### src/rtl/core/ifhg_pkg.sv
// ----------------------------------------------------------------------------
// ifhg_pkg: shared types and constants of the IPv4 fragment header generator
// Holds the request and header beat layouts, the controller/datapath
// command and status groups, the state encoding and the header constants.
// ----------------------------------------------------------------------------
`default_nettype none

package ifhg_pkg;

  // Header geometry: 1500-byte MTU less a 20-byte header gives the piece size.
  localparam int unsigned MtuBytes   = 1500;
  localparam int unsigned HdrBytes   = 20;
  localparam int unsigned PieceBytes = MtuBytes - HdrBytes;

  localparam logic [15:0] VerIhlTos   = 16'h4500;
  localparam logic [7:0]  TtlValue    = 8'hFF;
  localparam logic [31:0] BcastAddr   = 32'hFFFF_FFFF;
  localparam logic [10:0] PieceLen    = 11'(PieceBytes);
  localparam logic [10:0] HdrLen      = 11'(HdrBytes);

  // One send request.
  typedef struct packed {
    logic [15:0] payload_length;
    logic [7:0]  protocol;
    logic [31:0] source_address;
    logic [31:0] dest_address;
    logic        link_dest_given;
  } req_t;

  // One fragment header description.
  typedef struct packed {
    logic [10:0] total_length;
    logic [15:0] ident;
    logic [13:0] frag_word;
    logic [7:0]  proto_out;
    logic [31:0] src_out;
    logic [31:0] dst_out;
    logic [15:0] header_checksum;
    logic [15:0] payload_offset;
    logic [10:0] fragment_length;
    logic        broadcast_mac;
    logic        last;
  } hdr_t;

  // Commands from the controller to the datapath.
  typedef struct packed {
    logic load;   // capture a request
    logic emit;   // produce one fragment into the output register
  } ctrl_cmd_t;

  // Status from the datapath to the controller.
  typedef struct packed {
    logic req_empty;  // incoming request has no payload
    logic frag_last;  // the pending fragment is the final one
    logic out_room;   // output register can take a beat this cycle
  } ctrl_sts_t;

  typedef enum logic {
    ST_IDLE,
    ST_EMIT
  } state_t;

endpackage : ifhg_pkg

`default_nettype wire

### src/rtl/core/ifhg_ctrl.sv
// ----------------------------------------------------------------------------
// ifhg_ctrl: request sequencer
// Accepts a request when idle, then steps the datapath once per fragment
// whenever the output register has room, returning to idle after the last.
// ----------------------------------------------------------------------------
`default_nettype none

module ifhg_ctrl
  import ifhg_pkg::*;
(
  input  wire logic      clk,
  input  wire logic      rst,
  input  wire logic      in_valid,
  output logic           in_stall,
  input  wire ctrl_sts_t sts,
  output ctrl_cmd_t      cmd
);

  state_t state;
  state_t state_next;

  // State register.
  always_ff @(posedge clk) begin
    if (rst) begin
      state <= ST_IDLE;
    end else begin
      state <= state_next;
    end
  end

  // Next state and commands.
  always_comb begin
    state_next = state;
    cmd        = '0;
    in_stall   = 1'b1;
    unique case (state)
      ST_IDLE: begin
        in_stall = 1'b0;
        cmd.load = in_valid;
        if (in_valid && !sts.req_empty) begin
          state_next = ST_EMIT;
        end
      end
      ST_EMIT: begin
        cmd.emit = sts.out_room;
        if (sts.out_room && sts.frag_last) begin
          state_next = ST_IDLE;
        end
      end
      default: begin
        state_next = ST_IDLE;
      end
    endcase
  end

endmodule : ifhg_ctrl

`default_nettype wire

### src/rtl/core/ifhg_dp.sv
// ----------------------------------------------------------------------------
// ifhg_dp: fragment datapath
// Holds the captured request, the identification counter and the local
// address, cuts the payload into pieces and builds each header with its
// checksum into an output register.
// ----------------------------------------------------------------------------
`default_nettype none

module ifhg_dp
  import ifhg_pkg::*;
(
  input  wire logic        clk,
  input  wire logic        rst,
  input  wire logic        cfg_wr_en,
  input  wire logic [31:0] cfg_wr_data,
  input  wire req_t        in_data,
  input  wire ctrl_cmd_t   cmd,
  output ctrl_sts_t        sts,
  output logic             out_valid,
  input  wire logic        out_stall,
  output hdr_t             out_data
);

  logic [31:0] local_address;
  logic [15:0] ident_counter;

  logic [15:0] remain;
  logic [15:0] offset;
  logic [7:0]  proto;
  logic [31:0] src;
  logic [31:0] dst;
  logic [15:0] id;
  logic        bcast;
  logic [19:0] base_sum;

  logic [31:0] src_sel;
  logic [19:0] base_sum_next;
  logic        last;
  logic [10:0] flen;
  logic [13:0] fw;
  logic [10:0] tlen;
  logic [20:0] sum;
  logic [16:0] fold1;
  logic [15:0] fold2;

  // Configuration register and identification counter.
  always_ff @(posedge clk) begin
    if (rst) begin
      local_address <= '0;
      ident_counter <= '0;
    end else begin
      if (cfg_wr_en) begin
        local_address <= cfg_wr_data;
      end
      if (cmd.load) begin
        ident_counter <= ident_counter + 16'd1;
      end
    end
  end

  // Fixed part of the header sum, taken from the request being accepted.
  always_comb begin
    src_sel = (in_data.source_address == '0) ? local_address : in_data.source_address;
    base_sum_next = 20'(VerIhlTos) + 20'({TtlValue, in_data.protocol})
                  + 20'(ident_counter)
                  + 20'(src_sel[31:16]) + 20'(src_sel[15:0])
                  + 20'(in_data.dest_address[31:16]) + 20'(in_data.dest_address[15:0]);
  end

  // Request registers: loaded on accept, stepped per fragment.
  always_ff @(posedge clk) begin
    if (cmd.load) begin
      remain   <= in_data.payload_length;
      offset   <= '0;
      proto    <= in_data.protocol;
      src      <= src_sel;
      dst      <= in_data.dest_address;
      id       <= ident_counter;
      bcast    <= !in_data.link_dest_given && (in_data.dest_address == BcastAddr);
      base_sum <= base_sum_next;
    end else if (cmd.emit) begin
      remain <= remain - 16'(flen);
      offset <= offset + 16'(flen);
    end
  end

  // Current fragment and its checksum: add the varying words and fold twice.
  always_comb begin
    last  = (remain <= 16'(PieceLen));
    flen  = last ? remain[10:0] : PieceLen;
    fw    = {!last, offset[15:3]};
    tlen  = HdrLen + flen;
    sum   = 21'(base_sum) + 21'(tlen) + 21'(fw);
    fold1 = 17'(sum[15:0]) + 17'(sum[20:16]);
    fold2 = fold1[15:0] + 16'(fold1[16]);
  end

  // Output register.
  always_ff @(posedge clk) begin
    if (rst) begin
      out_valid <= 1'b0;
    end else if (cmd.emit) begin
      out_valid <= 1'b1;
    end else if (!out_stall) begin
      out_valid <= 1'b0;
    end
  end

  always_ff @(posedge clk) begin
    if (cmd.emit) begin
      out_data.total_length    <= tlen;
      out_data.ident           <= id;
      out_data.frag_word       <= fw;
      out_data.proto_out       <= proto;
      out_data.src_out         <= src;
      out_data.dst_out         <= dst;
      out_data.header_checksum <= ~fold2;
      out_data.payload_offset  <= offset;
      out_data.fragment_length <= flen;
      out_data.broadcast_mac   <= bcast;
      out_data.last            <= last;
    end
  end

  // Status to the controller.
  always_comb begin
    sts.req_empty = (in_data.payload_length == '0);
    sts.frag_last = last;
    sts.out_room  = !out_valid || !out_stall;
  end

endmodule : ifhg_dp

`default_nettype wire

### src/rtl/core/ipv4_fragment_header_generator_top.sv
// ----------------------------------------------------------------------------
// ipv4_fragment_header_generator_top: IPv4 fragment header generator
// Turns one send request into one header description per 1480-byte
// fragment, with identification, fragment field and header checksum.
// ----------------------------------------------------------------------------
// Usage:
//   The request channel (in_valid, in_stall, in_data) takes one beat per
//   send request. The result channel (out_valid, out_stall, out_data)
//   gives one beat per fragment, in order, with last set on the final one.
//   A request is accepted only while the sequencer is idle. It produces
//   ceil(payload_length / 1480) beats, from 1 up to 45, one per cycle into
//   the output register while the receiver does not stall; the first beat
//   is valid once the sequencer has entered its emit state and the output
//   register has been loaded. A zero-length request produces no beat, still
//   advances the identification, and the next request can be taken in the following cycle.
//   When the receiver stalls, the output register holds its beat and the
//   sequencer waits; nothing is dropped.
//   cfg_wr_en/cfg_wr_data set the local address used for a zero source;
//   write it only while idle. Synchronous reset clears the identification
//   counter, the local address and all handshake state.
// ----------------------------------------------------------------------------
`default_nettype none

module ipv4_fragment_header_generator_top
  import ifhg_pkg::*;
(
  input  wire logic        clk,
  input  wire logic        rst,
  input  wire logic        cfg_wr_en,
  input  wire logic [31:0] cfg_wr_data,
  input  wire logic        in_valid,
  output logic             in_stall,
  input  wire req_t        in_data,
  output logic             out_valid,
  input  wire logic        out_stall,
  output hdr_t             out_data
);

  ctrl_cmd_t cmd;
  ctrl_sts_t sts;

  // Sequencer.
  ifhg_ctrl u_ctrl (
    .clk      (clk),
    .rst      (rst),
    .in_valid (in_valid),
    .in_stall (in_stall),
    .sts      (sts),
    .cmd      (cmd)
  );

  // Datapath.
  ifhg_dp u_dp (
    .clk         (clk),
    .rst         (rst),
    .cfg_wr_en   (cfg_wr_en),
    .cfg_wr_data (cfg_wr_data),
    .in_data     (in_data),
    .cmd         (cmd),
    .sts         (sts),
    .out_valid   (out_valid),
    .out_stall   (out_stall),
    .out_data    (out_data)
  );

endmodule : ipv4_fragment_header_generator_top

`default_nettype wire

### config.mk
export PLATFORM = sky130hd
export DESIGN_NAME = ipv4_fragment_header_generator_top
export DESIGN_NICKNAME = d
export VERILOG_FILES = /design/src/rtl/core/ifhg_pkg.sv /design/src/rtl/core/ifhg_ctrl.sv /design/src/rtl/core/ifhg_dp.sv /design/src/rtl/core/ipv4_fragment_header_generator_top.sv
export SDC_FILE = /design/constraint.sdc
export NUM_CORES = 1
export LEC_CHECK = 0
export BUFFER_PORTS_ARGS = -buffer_cell sky130_fd_sc_hd__buf_2
export CAP_MARGIN = 0
export CORE_ASPECT_RATIO = 1.1
export CORE_MARGIN = 2
export CORE_UTILIZATION = 40
export CTS_BUF_LIST = sky130_fd_sc_hd__clkbuf_8
export DETAILED_ROUTE_END_ITERATION = 8
export GPL_TIMING_DRIVEN = 0
export PLACE_DENSITY = 0.72
export SLEW_MARGIN = 20
export SYNTH_ARGS = -nofsm -noshare
export SYNTH_HDL_FRONTEND = slang
export SYNTH_SLANG_ARGS = --single-unit
### constraint.sdc
create_clock -name clk -period 10.7 [get_ports clk]
set_clock_uncertainty 0.1 [all_clocks]
set_input_delay 0.535 -clock clk [delete_from_list [all_inputs] [get_ports clk]]
set_output_delay 0.535 -clock clk [all_outputs]
set_load 0.005 [all_outputs]
==> results.ini <==
[finish]
area_delta_synth_final_pct=21.51
final_common_cell=buf_2
instances_no_fill=2149
mostFrequentLayoutCells=283 x buf_2, 267 x edfxtp_1, 139 x inv_1
insertedDiodeCount=0
nFillCells=3504
drive_gt1_share_pct=24.85
finalNetCount=1856
utilization_pct=49.56

[pwr]
p_switching_mw=1.679
netSwitchingFraction_pct=35.54
power_density_nw_per_um2=242.2
p_seq_share_pct=36.3
p_clk_share_pct=24.0
power.leakage_nw=8.227
p_int_mw=3.046
irDropWorstVdd_uv=171.1
combPwrFrac_pct=39.7

[critical_path]
ff2ff_path_depth=41
cpMaxStageDelayCell=edfxtp_1
worstPathArrival_ns=10.13
max_stage_delay_ns=0.49
end_kind=register
required_ns=10.95
crit_fanout=10
cp-start-kind=register
r2r_slack_ns=0.82
crit-reg2reg-launch=u_dp.remain[2]
critPathKind=register to register
r2r-end=u_dp.out_data[43]

[clocking]
clockBufferDepth=3
clock-root-buffer=clkbuf_8
cts_made_buffers=54
cts_setup_buffers=0
cts_tree=yes
clk_latency_ns=0.61
clk_pin_slew_ns=0.06
clock_sinks=333
ctsHtreeMaxLevel=2

[sta]
fin_ws_ns=0.8226
tns_ns=0
fmax_mhz=101.2
slew_viol_final=0
timing.final.crit_share_pct=92.31
setup_viol=0
slew_headroom_pct=45.07
finalHoldWorstSlack_ns=0.05293
finalHoldViolations=0
period_minus_slack_ns=9.877
worst_pin_slew_ns=0.8239
rsz0062_at_grt=false

[synth]
netlist_instances=1238
syn_avg_cell_area_um2=12.97
synth_cell_types=73
synth_edf_count=267
syn-cell-area_um2=16060
ys_warn_count=0
synth_area_leaders=edfxtp_1 50%, fa_1 8.7%, dfxtp_1 8.2%
synth_top_area_share_pct=49.93
synth_seq_cells=333
synthArstFlopShare_pct=0
synth_top_flop_cell=edfxtp_1
yosysTopAreaCell=edfxtp_1
ys_seq_area_share_pct=58.16
syn-num-nets=1496

[drt]
ant_nets=0
wl_um=40930
drt_pass1_iterations=5
initialDrtViolationCount=785
routed_via_density=5.060
drc=0
via_count=10870
wl_per_cell_um=19.05

[floorplan]
die_x_um=195.0
io_pins=286
dieArea_um2=41760
core_um2=39370
die_h_um=214.1
initial_core_util_pct=40.79
rows=76

[run_status]
status=complete, no violations

[global_routing]
grt_pass1_wl_um=62560
overflow=0
grt_max_degree=59
grt_usage_pct=19.67
antenna_found_initial=1
grt_pass1_vias=11170

[placement]
io_buffers=283
post-dp-hpwl_um=31770
dp_cells=2033
place_congestion=0.9248
pre_cts_ws_ns=0.8816

[hold_path]
min_path_cells=3
min_to=u_dp.local_address[26]
min_from=cfg_wr_data[26]
min_path_type=primary input to register

[flow_run]
cap_violations=0

-- cells in the mapped netlist (all sizes together), types with 16 or more instances --
| master | instances |
|---|---|
| nand3 | 16 |
| xnor2 | 38 |
| ha | 62 |
| nor3 | 17 |
| nand2 | 76 |
| inv | 127 |
| a21oi | 55 |
| clkbuf | 20 |
| nand4 | 16 |
| nor2 | 76 |
| and3 | 18 |
| fa | 70 |
| nand2b | 16 |
| dfxtp | 66 |
| edfxtp | 267 |
| buf | 24 |
| a21o | 39 |
| xor2 | 38 |
| mux2i | 33 |
| o21ai | 42 |
-- how the worst max path moves through the flow --
stage	from	to	slack, ns	depth (start not counted)
CTS	u_dp.remain[2]	u_dp.out_data[41]	0.81	42
global placement	u_dp.remain[2]	u_dp.out_data[41]	0.95	42
detailed placement	u_dp.remain[2]	u_dp.out_data[42]	0.88	42
finish	u_dp.remain[2]	u_dp.out_data[43]	0.82	41
floorplan	u_dp.remain[2]	u_dp.out_data[42]	2.73	40
global route	u_dp.remain[2]	u_dp.out_data[41]	0.06	41
-- sequential cells by signal (all words and copies together) (netlist names) --
name / flops
u_ctrl.state: 1
u_dp.base_sum: 19
u_dp.bcast: 1
u_dp.dst: 32
u_dp.id: 16
u_dp.ident_counter: 16
u_dp.local_address: 32
u_dp.offset: 16
u_dp.out_data: 143
u_dp.out_valid: 1
u_dp.proto: 8
u_dp.remain: 16
u_dp.src: 32
-- critical path, delay by kind of cell, from the launching register on --
kind            cells  cell delay (ns)
flops               1             0.49
simple gates       14             2.77
buf+inv             5             0.90
xor+xnor            3             0.53
fa+ha+maj           7             2.13
compound gates     12             2.69
-- cell families after synthesis --
kind of cell | after synthesis | share of synthesized area, %
buffers and inverters | 171 | 4.418
xor gates and xnor gates | 76 | 4.239
adders and majority gates | 132 | 13.56
other | 1 | 0.02335
DFF | 333 | 58.16
and+or+nand+nor | 290 | 9.039
AOI/OAI and AO/OA | 202 | 8.509
muxes | 33 | 2.057
-- power by group through the flow --
stage,clock network [mW],registers (mW),logic [mW]
5_1_grt,1.23,1.73,2.12
4_1_cts,1.17,1.72,1.90
3_5_place_dp,0,1.74,1.88
6_report,1.13,1.71,1.88
2_1_floorplan,0,1.74,1.40
3_3_place_gp,0,1.75,1.83
-- cell type report --
type	count	area (um^2)	area share, %
Tap cell	507	634.4	3.251
Buffer	44	241.5	1.238
Sequential cell	333	9339	47.86
Clock inverter	43	326.6	1.674
Timing Repair Buffer	304	1699	8.708
Clock buffer	57	784.5	4.021
Inverter	127	476.7	2.443
Multi-Input combinational cell	734	6010	30.80
-- routing by layer --
metal,track usage [%],vias up,wire [um]
li1,-,5129,-
met3,5.363,80,3223
met1,23.64,5255,16290
met5,0,-,13
met2,33.55,408,19990
met4,7.812,2,1407
-- per-stage QoR --
step,total power [mW],instance area (um^2)
after global placement,3.579,18110
final,4.725,19510
after detailed placement,3.623,18240
after floorplan,3.140,16060
after CTS,4.786,19510
after global routing,5.082,19510
-- timing repair --
item | in CTS | in global routing
endpoints found under the setup margin | 0 | 4
endpoints found under the hold margin | 16 | 0
resized for setup | 0 | 1
hold buffers | 16 | 0
No activity file was read; power rests on OpenSTA's default activity.
